--- src/rtl/sa_pkg.sv ---
// ----------------------------------------------------------------------------
// sa_pkg
// Shared types and constants for the stable sample averager: status codes,
// configuration register indexes and reset values, and the control structs.
// ----------------------------------------------------------------------------
package sa_pkg;

    // result status codes
    localparam logic [2:0] ST_PENDING  = 3'd0;
    localparam logic [2:0] ST_POINT    = 3'd1;
    localparam logic [2:0] ST_TIMEOUT  = 3'd2;
    localparam logic [2:0] ST_UNSTABLE = 3'd3;
    localparam logic [2:0] ST_IDLE     = 3'd4;

    // configuration register indexes
    localparam int unsigned CFG_IDX_W  = 2;
    localparam logic [CFG_IDX_W-1:0] CFG_SETTLE  = 2'd0;
    localparam logic [CFG_IDX_W-1:0] CFG_SPREAD  = 2'd1;
    localparam logic [CFG_IDX_W-1:0] CFG_TIMEOUT = 2'd2;

    // configuration reset values
    localparam logic [15:0] SETTLE_RESET  = 16'd200;
    localparam logic [15:0] SPREAD_RESET  = 16'd4;
    localparam logic [15:0] TIMEOUT_RESET = 16'd5000;

    // live configuration
    typedef struct packed {
        logic [15:0] settle_ticks;
        logic [15:0] spread_limit;
        logic [15:0] timeout_ticks;
    } sa_cfg_t;

    // per-word result control
    typedef struct packed {
        logic [2:0] status;
        logic [2:0] held;
    } sa_res_t;

endpackage

--- src/rtl/stable_sample_averager.sv ---
// ----------------------------------------------------------------------------
// stable_sample_averager
// Windowed x/y averager with a spread check on both axes. A restart word
// opens a window with a deadline; polls feed samples into a batch that is
// either emitted as averages or dropped as unstable.
//
//   channel   direction  handshake                 payload
//   in        input      in_valid / in_stall       operation, tick, sensor_ready,
//                                                  snap_seq, pixel_x, pixel_y
//   out       output     out_valid / out_stall     status, avg_x, avg_y,
//                                                  samples_held
//   cfg       input      cfg_we                    cfg_index, cfg_data
//
// One word per cycle is accepted while in_stall is low; each word gives one result.
// Stage one is the window/batch update register, stage two the reciprocal
// divide and output register.
// rst_n clears the window to idle and loads the register defaults
// (settle 200, spread 4, timeout 5000).
// in_stall rises only when both stages hold words and out_stall is high.
// ----------------------------------------------------------------------------
module stable_sample_averager
    import sa_pkg::*;
#(
    parameter int SAMPLES = 5
)
(
    input  logic                 clk,
    input  logic                 rst_n,
    input  logic                 in_valid,
    output logic                 in_stall,
    input  logic                 operation,
    input  logic [31:0]          tick,
    input  logic                 sensor_ready,
    input  logic [15:0]          snap_seq,
    input  logic signed [15:0]   pixel_x,
    input  logic signed [15:0]   pixel_y,
    output logic                 out_valid,
    input  logic                 out_stall,
    output logic [2:0]           status,
    output logic signed [15:0]   avg_x,
    output logic signed [15:0]   avg_y,
    output logic [2:0]           samples_held,
    input  logic                 cfg_we,
    input  logic [CFG_IDX_W-1:0] cfg_index,
    input  logic [15:0]          cfg_data
);

    localparam int SUM_W = 16 + $clog2(SAMPLES);

    sa_cfg_t                 cfg_reg;
    logic                    s1_valid;
    sa_res_t                 s1_res;
    logic signed [SUM_W-1:0] s1_sum_x, s1_sum_y;
    logic                    s2_move;
    logic                    s1_move;
    logic                    accept;
    logic                    take;

    // pipeline advance
    assign s2_move  = !out_valid || !out_stall;
    assign s1_move  = !s1_valid || s2_move;
    assign in_stall = !s1_move;
    assign accept   = in_valid && s1_move;
    assign take     = s1_valid && s2_move;

    // configuration registers
    always_ff @(posedge clk or negedge rst_n)
    begin
        if (!rst_n)
        begin
            cfg_reg.settle_ticks  <= SETTLE_RESET;
            cfg_reg.spread_limit  <= SPREAD_RESET;
            cfg_reg.timeout_ticks <= TIMEOUT_RESET;
        end
        else if (cfg_we)
        begin
            case (cfg_index)
                CFG_SETTLE:  cfg_reg.settle_ticks  <= cfg_data;
                CFG_SPREAD:  cfg_reg.spread_limit  <= cfg_data;
                CFG_TIMEOUT: cfg_reg.timeout_ticks <= cfg_data;
                default:     ;
            endcase
        end
    end

    // window state and collector
    sa_core #(
        .SAMPLES (SAMPLES)
    ) u_core (
        .clk          (clk),
        .rst_n        (rst_n),
        .cfg          (cfg_reg),
        .accept       (accept),
        .take         (take),
        .operation    (operation),
        .tick         (tick),
        .sensor_ready (sensor_ready),
        .snap_seq     (snap_seq),
        .pixel_x      (pixel_x),
        .pixel_y      (pixel_y),
        .s1_valid     (s1_valid),
        .s1_res       (s1_res),
        .s1_sum_x     (s1_sum_x),
        .s1_sum_y     (s1_sum_y)
    );

    // averaging and output register
    sa_div #(
        .SAMPLES (SAMPLES)
    ) u_div (
        .clk          (clk),
        .rst_n        (rst_n),
        .load         (s2_move),
        .s1_valid     (s1_valid),
        .s1_res       (s1_res),
        .s1_sum_x     (s1_sum_x),
        .s1_sum_y     (s1_sum_y),
        .out_valid    (out_valid),
        .status       (status),
        .avg_x        (avg_x),
        .avg_y        (avg_y),
        .samples_held (samples_held)
    );

    // checks
    a_stall_full: assert property (@(posedge clk) disable iff (!rst_n)
        in_stall |-> s1_valid && out_valid && out_stall)
        else $error("input stalled with room in the pipeline");

    a_no_drop: assert property (@(posedge clk) disable iff (!rst_n)
        s1_valid && !take && !accept |=> s1_valid)
        else $error("stage one word dropped");

    a_out_hold: assert property (@(posedge clk) disable iff (!rst_n)
        out_valid && out_stall |=> out_valid && $stable(status) && $stable(samples_held))
        else $error("stalled output word changed");

endmodule

--- src/rtl/sa_core.sv ---
// ----------------------------------------------------------------------------
// sa_core
// Window state and sample collector. Each accepted word updates the window,
// sums and bounds in one pass and lands in the stage-one result register.
// ----------------------------------------------------------------------------
module sa_core
    import sa_pkg::*;
#(
    parameter int SAMPLES = 5
)
(
    input  logic                                clk,
    input  logic                                rst_n,
    input  sa_cfg_t                             cfg,
    input  logic                                accept,
    input  logic                                take,
    input  logic                                operation,
    input  logic [31:0]                         tick,
    input  logic                                sensor_ready,
    input  logic [15:0]                         snap_seq,
    input  logic signed [15:0]                  pixel_x,
    input  logic signed [15:0]                  pixel_y,
    output logic                                s1_valid,
    output sa_res_t                             s1_res,
    output logic signed [16+$clog2(SAMPLES)-1:0] s1_sum_x,
    output logic signed [16+$clog2(SAMPLES)-1:0] s1_sum_y
);

    localparam int SUM_W = 16 + $clog2(SAMPLES);
    localparam int CNT_W = $clog2(SAMPLES + 1);
    localparam logic [CNT_W-1:0] CNT_FULL = CNT_W'(SAMPLES);

    // window and batch state
    logic                     active_reg, active_next;
    logic                     unstable_reg, unstable_next;
    logic [31:0]              start_reg, start_next;
    logic [31:0]              deadline_reg, deadline_next;
    logic [CNT_W-1:0]         count_reg, count_next;
    logic [15:0]              prev_seq_reg, prev_seq_next;
    logic signed [SUM_W-1:0]  sum_x_reg, sum_x_next;
    logic signed [SUM_W-1:0]  sum_y_reg, sum_y_next;
    logic signed [15:0]       min_x_reg, min_x_next;
    logic signed [15:0]       max_x_reg, max_x_next;
    logic signed [15:0]       min_y_reg, min_y_next;
    logic signed [15:0]       max_y_reg, max_y_next;

    // stage-one result register
    logic                     s1_valid_reg, s1_valid_next;
    sa_res_t                  s1_res_reg, s1_res_next;
    logic signed [SUM_W-1:0]  s1_sum_x_reg, s1_sum_x_next;
    logic signed [SUM_W-1:0]  s1_sum_y_reg, s1_sum_y_next;

    // per-word helpers
    logic [31:0]              since_deadline;
    logic [31:0]              since_start;
    logic                     take_sample;
    logic [CNT_W-1:0]         count_inc;
    logic signed [SUM_W-1:0]  add_x, add_y;
    logic signed [15:0]       lo_x, hi_x, lo_y, hi_y;
    logic [16:0]              spread_x, spread_y;
    logic                     too_wide;
    logic [2:0]               status;

    assign since_deadline = tick - deadline_reg;
    assign since_start    = tick - start_reg;
    assign take_sample    = (since_start >= {16'd0, cfg.settle_ticks}) && sensor_ready
                            && !((count_reg != '0) && (snap_seq == prev_seq_reg));
    assign count_inc      = count_reg + CNT_W'(1);
    assign add_x          = {{(SUM_W-16){pixel_x[15]}}, pixel_x};
    assign add_y          = {{(SUM_W-16){pixel_y[15]}}, pixel_y};

    // bounds widened by the current sample, first sample seeds them
    assign lo_x = ((count_reg == '0) || (pixel_x < min_x_reg)) ? pixel_x : min_x_reg;
    assign hi_x = ((count_reg == '0) || (pixel_x > max_x_reg)) ? pixel_x : max_x_reg;
    assign lo_y = ((count_reg == '0) || (pixel_y < min_y_reg)) ? pixel_y : min_y_reg;
    assign hi_y = ((count_reg == '0) || (pixel_y > max_y_reg)) ? pixel_y : max_y_reg;

    // spread of the widened bounds
    assign spread_x = {hi_x[15], hi_x} - {lo_x[15], lo_x};
    assign spread_y = {hi_y[15], hi_y} - {lo_y[15], lo_y};
    assign too_wide = (spread_x > {1'b0, cfg.spread_limit})
                      || (spread_y > {1'b0, cfg.spread_limit});

    // next state for one word
    always_comb
    begin
        active_next   = active_reg;
        unstable_next = unstable_reg;
        start_next    = start_reg;
        deadline_next = deadline_reg;
        count_next    = count_reg;
        prev_seq_next = prev_seq_reg;
        sum_x_next    = sum_x_reg;
        sum_y_next    = sum_y_reg;
        min_x_next    = min_x_reg;
        max_x_next    = max_x_reg;
        min_y_next    = min_y_reg;
        max_y_next    = max_y_reg;
        status        = ST_PENDING;
        s1_sum_x_next = '0;
        s1_sum_y_next = '0;

        if (!operation)
        begin
            // restart the window
            start_next    = tick;
            deadline_next = tick + {16'd0, cfg.timeout_ticks};
            unstable_next = 1'b0;
            active_next   = 1'b1;
            count_next    = '0;
            prev_seq_next = '0;
            sum_x_next    = '0;
            sum_y_next    = '0;
            min_x_next    = '0;
            max_x_next    = '0;
            min_y_next    = '0;
            max_y_next    = '0;
        end
        else if (!active_reg)
        begin
            status = ST_IDLE;
        end
        else if (!since_deadline[31])
        begin
            // deadline reached
            status      = unstable_reg ? ST_UNSTABLE : ST_TIMEOUT;
            active_next = 1'b0;
        end
        else if (take_sample)
        begin
            prev_seq_next = snap_seq;
            min_x_next    = lo_x;
            max_x_next    = hi_x;
            min_y_next    = lo_y;
            max_y_next    = hi_y;
            sum_x_next    = sum_x_reg + add_x;
            sum_y_next    = sum_y_reg + add_y;
            count_next    = count_inc;

            // full batch: reject or emit
            if (count_inc >= CNT_FULL)
            begin
                if (too_wide)
                begin
                    unstable_next = 1'b1;
                    count_next    = '0;
                    prev_seq_next = '0;
                    sum_x_next    = '0;
                    sum_y_next    = '0;
                    min_x_next    = '0;
                    max_x_next    = '0;
                    min_y_next    = '0;
                    max_y_next    = '0;
                end
                else
                begin
                    status        = ST_POINT;
                    active_next   = 1'b0;
                    s1_sum_x_next = sum_x_next;
                    s1_sum_y_next = sum_y_next;
                end
            end
        end

        s1_res_next.status = status;
        s1_res_next.held   = 3'(count_next);
    end

    // stage-one occupancy
    always_comb
    begin
        s1_valid_next = s1_valid_reg;
        if (accept)
        begin
            s1_valid_next = 1'b1;
        end
        else if (take)
        begin
            s1_valid_next = 1'b0;
        end
    end

    // control and window state
    always_ff @(posedge clk or negedge rst_n)
    begin
        if (!rst_n)
        begin
            active_reg   <= 1'b0;
            unstable_reg <= 1'b0;
            start_reg    <= '0;
            deadline_reg <= '0;
            count_reg    <= '0;
            prev_seq_reg <= '0;
            sum_x_reg    <= '0;
            sum_y_reg    <= '0;
            min_x_reg    <= '0;
            max_x_reg    <= '0;
            min_y_reg    <= '0;
            max_y_reg    <= '0;
            s1_valid_reg <= 1'b0;
        end
        else
        begin
            s1_valid_reg <= s1_valid_next;
            if (accept)
            begin
                active_reg   <= active_next;
                unstable_reg <= unstable_next;
                start_reg    <= start_next;
                deadline_reg <= deadline_next;
                count_reg    <= count_next;
                prev_seq_reg <= prev_seq_next;
                sum_x_reg    <= sum_x_next;
                sum_y_reg    <= sum_y_next;
                min_x_reg    <= min_x_next;
                max_x_reg    <= max_x_next;
                min_y_reg    <= min_y_next;
                max_y_reg    <= max_y_next;
            end
        end
    end

    // stage-one payload
    always_ff @(posedge clk)
    begin
        if (accept)
        begin
            s1_res_reg   <= s1_res_next;
            s1_sum_x_reg <= s1_sum_x_next;
            s1_sum_y_reg <= s1_sum_y_next;
        end
    end

    assign s1_valid = s1_valid_reg;
    assign s1_res   = s1_res_reg;
    assign s1_sum_x = s1_sum_x_reg;
    assign s1_sum_y = s1_sum_y_reg;

    // checks
    a_count_bound: assert property (@(posedge clk) disable iff (!rst_n)
        count_reg <= CNT_FULL)
        else $error("batch count above sample count");

    a_restart_opens: assert property (@(posedge clk) disable iff (!rst_n)
        accept && !operation |=> active_reg && (count_reg == '0) && !unstable_reg)
        else $error("restart did not open a clean window");

    a_point_closes: assert property (@(posedge clk) disable iff (!rst_n)
        s1_valid_reg && (s1_res_reg.status == ST_POINT) |-> !active_reg)
        else $error("point ready while window still open");

    a_idle_holds: assert property (@(posedge clk) disable iff (!rst_n)
        accept && operation && !active_reg |=> !active_reg && $stable(count_reg))
        else $error("poll while idle changed the batch");

endmodule

--- src/rtl/sa_div.sv ---
// ----------------------------------------------------------------------------
// sa_div
// Output stage: divides the batch sums by the sample count with a constant
// reciprocal multiply, truncating toward zero, into the output register.
// ----------------------------------------------------------------------------
module sa_div
    import sa_pkg::*;
#(
    parameter int SAMPLES = 5
)
(
    input  logic                                clk,
    input  logic                                rst_n,
    input  logic                                load,
    input  logic                                s1_valid,
    input  sa_res_t                             s1_res,
    input  logic signed [16+$clog2(SAMPLES)-1:0] s1_sum_x,
    input  logic signed [16+$clog2(SAMPLES)-1:0] s1_sum_y,
    output logic                                out_valid,
    output logic [2:0]                          status,
    output logic signed [15:0]                  avg_x,
    output logic signed [15:0]                  avg_y,
    output logic [2:0]                          samples_held
);

    localparam int SUM_W  = 16 + $clog2(SAMPLES);
    localparam int SHIFT  = SUM_W + $clog2(SAMPLES);
    localparam int M_W    = SUM_W + 1;
    localparam int PROD_W = SUM_W + M_W;
    localparam logic [M_W-1:0] RECIP =
        M_W'(((64'd1 << SHIFT) + 64'(SAMPLES) - 64'd1) / 64'(SAMPLES));

    logic               valid_reg, valid_next;
    sa_res_t            res_reg;
    logic signed [15:0] avg_x_reg, avg_x_next;
    logic signed [15:0] avg_y_reg, avg_y_next;

    logic               neg_x, neg_y;
    logic [SUM_W-1:0]   mag_x, mag_y;
    logic [PROD_W-1:0]  prod_x, prod_y;
    logic [15:0]        quo_x, quo_y;

    // magnitude, reciprocal multiply, sign restore
    assign neg_x  = s1_sum_x[SUM_W-1];
    assign neg_y  = s1_sum_y[SUM_W-1];
    assign mag_x  = neg_x ? (~s1_sum_x + SUM_W'(1)) : s1_sum_x;
    assign mag_y  = neg_y ? (~s1_sum_y + SUM_W'(1)) : s1_sum_y;
    assign prod_x = PROD_W'(mag_x) * PROD_W'(RECIP);
    assign prod_y = PROD_W'(mag_y) * PROD_W'(RECIP);
    assign quo_x  = prod_x[SHIFT +: 16];
    assign quo_y  = prod_y[SHIFT +: 16];
    assign avg_x_next = neg_x ? (~quo_x + 16'd1) : quo_x;
    assign avg_y_next = neg_y ? (~quo_y + 16'd1) : quo_y;

    assign valid_next = load ? s1_valid : valid_reg;

    // output valid
    always_ff @(posedge clk or negedge rst_n)
    begin
        if (!rst_n)
        begin
            valid_reg <= 1'b0;
        end
        else
        begin
            valid_reg <= valid_next;
        end
    end

    // output payload
    always_ff @(posedge clk)
    begin
        if (load)
        begin
            res_reg   <= s1_res;
            avg_x_reg <= avg_x_next;
            avg_y_reg <= avg_y_next;
        end
    end

    assign out_valid    = valid_reg;
    assign status       = res_reg.status;
    assign avg_x        = avg_x_reg;
    assign avg_y        = avg_y_reg;
    assign samples_held = res_reg.held;

    // checks
    a_avg_zero: assert property (@(posedge clk) disable iff (!rst_n)
        valid_reg && (res_reg.status != ST_POINT) |-> (avg_x_reg == '0) && (avg_y_reg == '0))
        else $error("average nonzero without point ready");

    a_load_follows: assert property (@(posedge clk) disable iff (!rst_n)
        load && s1_valid |=> valid_reg)
        else $error("output word lost on load");

    a_status_range: assert property (@(posedge clk) disable iff (!rst_n)
        valid_reg |-> (res_reg.status <= ST_IDLE))
        else $error("status code out of range");

endmodule

--- config.mk ---
export PLATFORM = sky130hd
export DESIGN_NAME = stable_sample_averager
export DESIGN_NICKNAME = d
export VERILOG_FILES = /design/src/rtl/sa_pkg.sv /design/src/rtl/stable_sample_averager.sv /design/src/rtl/sa_core.sv /design/src/rtl/sa_div.sv
export SDC_FILE = /design/constraint.sdc
export NUM_CORES = 1
export LEC_CHECK = 0
export BUFFER_PORTS_ARGS = -buffer_cell sky130_fd_sc_hd__buf_2
export CORE_MARGIN = 4
export CORE_UTILIZATION = 58
export DETAILED_ROUTE_END_ITERATION = 8
export PLACE_DENSITY = 0.79
export SKIP_CTS_REPAIR_TIMING = 1
export SYNTH_ARGS = -nofsm -noshare
export SYNTH_HDL_FRONTEND = slang
export SYNTH_SLANG_ARGS = --single-unit
--- constraint.sdc ---
create_clock -name clk -period 8.8 [get_ports clk]
set_input_delay 1.32 -clock clk [delete_from_list [all_inputs] [get_ports clk]]
set_output_delay 1.32 -clock clk [all_outputs]
set_load 0.03 [all_outputs]
* Yosys cells after proc, flatten, opt, wreduce, memory -nomap -nowiden *
Index checks and enable logic that the tools add are counted.

storage, ports and cells
  bits in registers = 319

cells by class
  add/subtract/negate cells = 12
  multipliers = 2
  order comparisons = 8
  equality and inequality tests = 8
  mux-type cells = 76
  bitwise operators = 5
  reductions and logical operators = 29

operator list
  operator                  number
  $mux W16                  36
  $mux W19                  14
  $mul A19 B20 Y38 const B  2
  $sub A32 B32 Y32          2
  $add A19 B16 Y19          2
  $add A19 B2 Y19 const B   2
  $not A19 Y19              2
  $gt A17 B16 Y1            2
  $sub A16 B16 Y17          2
  $add A16 B1 Y16 const B   2
  $add A32 B16 Y32          1
  $ge A32 B16 Y1            1
  $gt A16 B16 Y1            2
  $lt A16 B16 Y1            2
  $not A16 Y16              2
  $mux W3                   10
  $eq A16 B16 Y1            1
  $mux W1                   16
  $ne A2 B1 Y1 const B      5
  $reduce_and A2 Y1         5
  $logic_or A1 B1 Y1        7
  $reduce_and A6 Y1         1
  $logic_and A1 B1 Y1       5
  $logic_not A1 Y1          5
  11 further kinds          11

* Depth between registers and ports, before layout *
Gate-level depths: netlist (run 1).

  depth in word-level cells = 12
  gate-level depth with buffers = 41
  gate-level depth less buffers = 38

* Modules after synthesis *
A second synthesis (run 1) with hierarchy kept.

second synthesis, totals
  cells, all modules = 3607
  area, all modules = 33977.6 µm²

modules (own cells, without submodules)
  module                  instances  cells each  area each (µm²)
  sa_core                 1          2039        18642.9
  sa_div                  1          1462        13485.4
  stable_sample_averager  1          106         1849.3

* Worst setup path after synthesis (run 1) *
OpenSTA, ideal clock, no wires.

  kind = register to register
  start point = register u_core.s1_sum_y_reg[4], in the netlist u_core.s1_sum_y[4]
  end point = register u_div.avg_y_reg[15], in the netlist u_div.avg_y[15] (data pin)
  data arrival time = 8548 ps
  required time = 8532 ps
  slack = -16 ps
  stages on the path, launching flop included = 28
  path buffers = 0
  clock period less this slack = 8816 ps
  path through = edfxtp_1 or4_1 or3_1 or4_1 o31ai_1 xor2_1 xor2_1 inv_1 fa_1 fa_1 fa_1 inv_1 fa_1 inv_1 fa_1 inv_1 ha_1 a21o_1 o2111ai_1 nand2_1 o211ai_4 a311oi_2 o41a_1 a21o_1 a211oi_1 mux2_2 o41ai_2 xnor3_1

on the way
  word-level cells in the longest chain between the ends = 7

ends and longest elaborated chain
  item                            line            RTL
  start, declared                 sa_core.sv:51   logic signed [SUM_W-1:0] s1_sum_y_reg, s1_sum_y_next;
  start signal, assigned          sa_core.sv:230  s1_sum_y_reg <= s1_sum_y_next;
  $not A19 Y19                    sa_div.sv:47    assign mag_y = neg_y ? (~s1_sum_y + SUM_W'(1)) : s1_sum_y;
  $add A19 B2 Y19                 sa_div.sv:47
  $mux W19 *                      sa_div.sv:47
  $mul A19 B20 Y38 *              sa_div.sv:49    assign prod_y = PROD_W'(mag_y) * PROD_W'(RECIP);
  $not A16 Y16                    sa_div.sv:53    assign avg_y_next = neg_y ? (~quo_y + 16'd1) : quo_y;
  $add A16 B1 Y16                 sa_div.sv:53
  $mux W16 *                      sa_div.sv:53
  named net u_div.avg_y_next[15]  sa_div.sv:36    logic signed [15:0] avg_y_reg, avg_y_next;
  end signal, assigned            sa_div.sv:77    avg_y_reg <= avg_y_next;
  end, declared                   sa_div.sv:36

Mark *: on every way through the listed nets, which the timed path passes. The rest lies on a longest branch.
A chain may end at the register's enable or synchronous reset.

* Worst setup path in the final report (run 1) *
  start point = register u_core.s1_sum_y_reg[3], in the netlist u_core.s1_sum_y[3]
  end point = register u_div.avg_y_reg[15], in the netlist u_div.avg_y[15] (data pin)

Same word-level chain as after synthesis.

==> flow_summary.json, run 1 <==
{
  "status": "finished clean",
  "clock.fmax_mhz": 117,
  "vias": 25000,
  "synth.ff_latch_count": 319,
  "floorplan.die_area_sq_mm": 0.0606,
  "wirelength_met1_um": 33200,
  "critical_path_s_slowest_cell": "sky130_fd_sc_hd__fa_2",
  "tritoncts.num_buffers": 38,
  "fin_cells": 4428,
  "timing.hold.worst.start": "u_core.s1_res[5]",
  "syn_avg_cell_area_sq_um": 9.52,
  "clk_pin_slew_worst_paths_ns": 0.06,
  "grt_pass1_vias": 25600,
  "maxCapViolations": 0,
  "clock_tree_from_tritoncts": "done",
  "cts-root-to-sink-buffers": 3,
  "synth_ff_type": "sky130_fd_sc_hd__dfrtp_1",
  "grt_usage_pct": 25.2,
  "timing_worst_slew_pin_value_ns": 1.16,
  "hold_class": "flop to flop",
  "wl_met2_um": 37100,
  "number_of_distinct_library_cell_variants_in_the_gate_level_netlist_after_synthesis": 87,
  "route.detailed.drc": 0,
  "largest_register_ffs": 48,
  "cell_area_after_synthesis_sq_mm": 0.0329,
  "route.detailed.vias_per_inst": 5.65,
  "final-setup-viol-count": 0,
  "layout.cells.most_common_list": "627 x sky130_fd_sc_hd__inv_1, 515 x sky130_fd_sc_hd__ha_1, 228 x sky130_fd_sc_hd__dfrtp_1",
  "timing_worst_setup_path_type": "flop to flop",
  "largest_net_degree_at_the_start_of_global_routing": 144,
  "postSynthNetCount": 4289,
  "timing_hold_violations_final": 0,
  "clk-insertion-delay-late_ns": 0.58,
  "reg2reg_setup_slack_ns": 0.22,
  "grt_first_pass_wirelength_um": 125000,
  "yosys_synthesis_warning_count": 0,
  "globalRouteOverflowTotal": 0,
  "routed_wirelength_um": 76600,
  "share_of_the_yosys_chip_area_belonging_to_registers_pct": 25.5,
  "detail_route.first_pass.iterations": 5,
  "final_antenna_net_count": 0,
  "end_of_the_worst_register_to_register_path": "u_div.avg_y[15]",
  "holdPathEnd": "u_div.status[2]",
  "required_ns": 9.10,
  "totalNegativeSetupSlack_ns": 0,
  "initial_antenna_violation_count": 10,
  "relSlewSlack_pct": 23.0,
  "regToRegStartpoint": "u_core.s1_sum_y[3]",
  "topRoutingLayerUsed": "met5",
  "dp.final_hpwl_um": 60600,
  "placementRows": 87,
  "core_area_sq_mm": 0.0563,
  "cts_sinks": 319,
  "timing.final.crit_share_pct": 97.5,
  "critical_path.endpoint_type": "flop",
  "fp.dieW_um": 246,
  "routabilityCongestion": 0.932,
  "initial_core_util_pct": 58.5,
  "layout-drive-gt1-share_pct": 12.2,
  "report.final.slew_viol_count": 0,
  "cts.root.buffer_cell": "sky130_fd_sc_hd__clkbuf_16",
  "commonest_non_fill_non_tap_cell_in_the_layout": "sky130_fd_sc_hd__inv_1",
  "num-nets-final": 4469,
  "worstSetupStartpointType": "flop",
  "reg2reg_depth": 30,
  "io_pins": 145,
  "synthesis.instances": 3459,
  "holdPathStages": 0,
  "die_h_um": 246,
  "post_dr_wirelength_cell_um": 17.3,
  "cts_max_level": 2,
  "min_period_ns": 8.58,
  "syn2layout_area_growth_pct": 11.1,
  "worst_ep_arrival_time_ns": 8.88,
  "critPathMostFrequentCell": "sky130_fd_sc_hd__fa_1",
  "synth_enable_flop_cells": 82,
  "drtIter0Drc": 1334,
  "crit_path_max_fanout": 6,
  "worst_case_clock_skew_ns": 0.0286,
  "port-buffer-count": 144,
  "synth-async-reset-ratio_pct": 74.3,
  "numPlacedInstances": 4342,
  "filler_cell_count": 4438,
  "routed-wl-met3_um": 3970,
  "slowest_delay_ns": 0.61
}
## layer usage
| layer | track usage, % | vias to the layer above |
|---|---|---|
| met3 | 3.75 | 161 |
| met5 | 0 | - |
| li1 | - | 12200 |
| met4 | 7.64 | 8 |
| met1 | 32.9 | 12000 |
| met2 | 43.6 | 571 |
## area by class of cell
cell class / count / area (sq um) / share of cell area, %
Antenna cell: 3 / 7.51 / 0.0205
Clock buffer: 51 / 1070 / 2.93
Clock inverter: 19 / 250 / 0.684
Inverter: 632 / 2370 / 6.49
Multi-Input combinational cell: 2433 / 22200 / 60.7
Sequential cell: 319 / 8400 / 23.0
Tap cell: 756 / 946 / 2.59
Timing Repair Buffer: 215 / 1310 / 3.57
## synth_stat cells, drive strengths merged (69+ instances only)
master / count / area, sq um
a21o: 71 / 533
dfrtp: 228 / 5710
nand2: 199 / 747
a21oi: 128 / 648
nor2: 150 / 563
o21ai: 197 / 990
fa: 204 / 4080
inv: 632 / 2370
xnor2: 148 / 1300
edfxtp: 82 / 2460
mux2: 69 / 777
ha: 521 / 6520
## kinds of logic (layout without fill, tap and decap cells)
group                    Yosys count  count (layout)  share of synthesized area [%]
AO/OA/AOI/OAI                    742             742                           15.3
multiplexers                     104             104                           3.42
other                              2               5                         0.0228
AND/OR/NAND/NOR                  645             645                           9.54
buffers and inverters            707             917                           8.14
XOR/XNOR                         215             215                           5.79
flip-flops                       319             319                           25.5
adder cells (fa/ha/maj)          725             725                           32.2
## worst max-delay path by stage
stage / startpoint / end / slack [ns] / cells past startpoint
after floorplan: u_core.s1_sum_y[4] / u_div.avg_y[15] / 0.09 / 27
after global placement: u_core.s1_sum_y[6] / u_div.avg_y[15] / 0.03 / 27
after detailed placement: u_core.s1_sum_y[6] / u_div.avg_y[14] / -0.1 / 30
after CTS: u_core.s1_sum_x[0] / u_div.avg_x[15] / -0.14 / 30
after global routing: u_core.s1_sum_y[3] / u_div.avg_y[15] / -0.06 / 32
final: u_core.s1_sum_y[3] / u_div.avg_y[15] / 0.22 / 30
## through the flow
| stage | hold WS, ns | util, % | setup WS [ns] | cell area, sq um |
|---|---|---|---|---|
| 4_1_cts | 0.421 | 64.2 | -0.139 | 36100 |
| 2_1_floorplan | 0.400 | - | 0.0872 | 32900 |
| 5_1_grt | 0.436 | 65.0 | -0.0639 | 36600 |
| 3_3_place_gp | 0.403 | 61.8 | 0.0276 | 34800 |
| 6_report | 0.419 | 65.0 | 0.221 | 36600 |
| 3_5_place_dp | 0.406 | 61.8 | -0.0974 | 34800 |
## worst max-delay path: cells and delay by family, from the launching register on
family / cells / cell delay [ns]
DFF: 1 / 0.40
AOI/OAI and AO/OA: 10 / 2.02
adders and majority gates: 7 / 3.25
buffers and inverters: 6 / 0.51
and+or+nand+nor: 5 / 1.66
xor gates and xnor gates: 2 / 0.48
Power of run 1 is left out: the tool's default activity adds up to more than one toggle a clock period on the data nets, which glitch-free logic cannot reach.
==> run 2, diff against run 1 <==
--- a/config.mk
+++ b/config.mk
@@ -9,7 +9,7 @@
 export CORE_MARGIN = 4
 export CORE_UTILIZATION = 58
 export DETAILED_ROUTE_END_ITERATION = 8
-export PLACE_DENSITY = 0.79
+export PLACE_DENSITY = 0.81
 export SKIP_CTS_REPAIR_TIMING = 1
 export SYNTH_ARGS = -nofsm -noshare
 export SYNTH_HDL_FRONTEND = slang
==> run 2 against run 1 <==
Net effect:
- sequential share of layout area up 0.12 points
- flip-flop and latch count unchanged
- non-clock buffer count down 5
- critical path type unchanged
- largest cell class unchanged
- highest routed layer unchanged
==> flow_summary.json, run 2 (same netlist as run 1, synthesis figures left out) <==
{
  "floorplan.die_area_sq_mm": 0.0606,
  "critical_path_s_slowest_cell": "sky130_fd_sc_hd__fa_1",
  "vias": 25000,
  "worst_ep_arrival_time_ns": 8.90,
  "dp.final_hpwl_um": 61000,
  "initial_antenna_violation_count": 13,
  "cts_sinks": 319,
  "tritoncts.num_buffers": 38,
  "timing_worst_slew_pin_value_ns": 1.14,
  "maxCapViolations": 0,
  "routabilityCongestion": 0.940,
  "slowest_delay_ns": 0.57,
  "fp.dieW_um": 246,
  "final_antenna_net_count": 0,
  "core_area_sq_mm": 0.0563,
  "grt_usage_pct": 25.2,
  "layout-drive-gt1-share_pct": 11.7,
  "finalHoldWorstSlack_ns": 0.421,
  "clk-insertion-delay-late_ns": 0.57,
  "post_dp_cell_area_sq_mm": 0.0348,
  "grt_pass1_vias": 25500,
  "required_ns": 9.10,
  "globalRouteOverflowTotal": 0,
  "port-buffer-count": 144,
  "postLayoutCoreUtil_pct": 64.6,
  "die_h_um": 246,
  "clk_pin_slew_worst_paths_ns": 0.06,
  "syn2layout_area_growth_pct": 10.5,
  "crit_path_max_fanout": 4,
  "timing.final.crit_share_pct": 97.8,
  "drtIter0Drc": 1199,
  "detail_route.first_pass.iterations": 5,
  "layout.cells.most_common_list": "630 x sky130_fd_sc_hd__inv_1, 515 x sky130_fd_sc_hd__ha_1, 228 x sky130_fd_sc_hd__dfrtp_1",
  "fin_cells": 4428,
  "placementRows": 87,
  "final_area_sq_mm": 0.0364,
  "critical_path.endpoint_type": "flop",
  "relSlewSlack_pct": 24.0,
  "critPathMostFrequentCell": "sky130_fd_sc_hd__fa_1",
  "report.final.slew_viol_count": 0,
  "clock_tree_from_tritoncts": "done",
  "timing_hold_violations_final": 0,
  "initial_core_util_pct": 58.5,
  "final-setup-viol-count": 0,
  "worstSetupStartpointType": "flop",
  "numPlacedInstances": 4340,
  "cts_max_level": 2,
  "routed_wirelength_um": 76400,
  "hold_class": "flop to flop",
  "commonest_non_fill_non_tap_cell_in_the_layout": "sky130_fd_sc_hd__inv_1",
  "post_dr_wirelength_cell_um": 17.3,
  "clock.fmax_mhz": 116,
  "cts-root-to-sink-buffers": 3,
  "filler_cell_count": 4443,
  "route.detailed.vias_per_inst": 5.65,
  "largest_register_ffs": 48,
  "grt_first_pass_wirelength_um": 125000,
  "cts.root.buffer_cell": "sky130_fd_sc_hd__clkbuf_16",
  "timing_worst_setup_path_type": "flop to flop",
  "status": "finished clean",
  "min_period_ns": 8.60,
  "largest_net_degree_at_the_start_of_global_routing": 94,
  "num-nets-final": 4464,
  "route.detailed.drc": 0,
  "worst_case_clock_skew_ns": 0.0230,
  "io_pins": 145
}
run 2: changes by cell type in the layout (fill, tap and decap cells not counted), sizes merged:
cell and delta:
bufinv -3, clkinvlp +1, clkinv -1, buf -5
diode +6, inv +2
run 2: worst paths after layout:
path                       cells past startpoint  slack [ns]                from                 endpoint
min in group asynchronous                      1        0.74               rst_n  u_core.deadline_reg[21]
setup reg to reg                              29        0.20  u_core.s1_sum_y[6]          u_div.avg_y[15]
setup / recovery                              29        0.20  u_core.s1_sum_y[6]          u_div.avg_y[15]
hold / removal                                 0        0.42    u_core.s1_res[0]    u_div.samples_held[0]
max in group asynchronous                      2        6.47               rst_n      u_core.min_x_reg[5]
hold reg to reg                                0        0.42    u_core.s1_res[0]    u_div.samples_held[0]
run 2: cell type report:
cell class / count / area, sq um / area share [%]
Tap cell: 756 / 946 / 2.60
Clock buffer: 51 / 1070 / 2.94
Inverter: 632 / 2370 / 6.52
Sequential cell: 319 / 8400 / 23.1
Clock inverter: 18 / 158 / 0.433
Timing Repair Buffer: 210 / 1260 / 3.47
Multi-Input combinational cell: 2433 / 22100 / 60.9
Antenna cell: 9 / 22.5 / 0.0619
run 2: per-layer routing:
metal,track usage [%],wire [um],vias to the layer above
met5,0,19,-
met4,8.59,2330,4
li1,-,-,12200
met2,43.8,37600,593
met3,3.99,3780,151
met1,32.2,32700,12100
run 2: metrics by stage:
stage	worst slack, ns	setup TNS [ns]
final	0.198	0
after global routing	-0.104	-0.333
after CTS	-0.143	-0.223
after floorplan	0.0872	0
after detailed placement	-0.130	-0.178
after global placement	0.0104	0
run 2: critical path: cells and delay by family (launching register included):
kind	cells	cell delay, ns
fa+ha+maj	6	2.88
simple gates	4	1.51
xor+xnor	3	0.87
compound gates	10	2.20
buf+inv	6	0.50
flops	1	0.39
Power of run 2 is left out for the same reason.
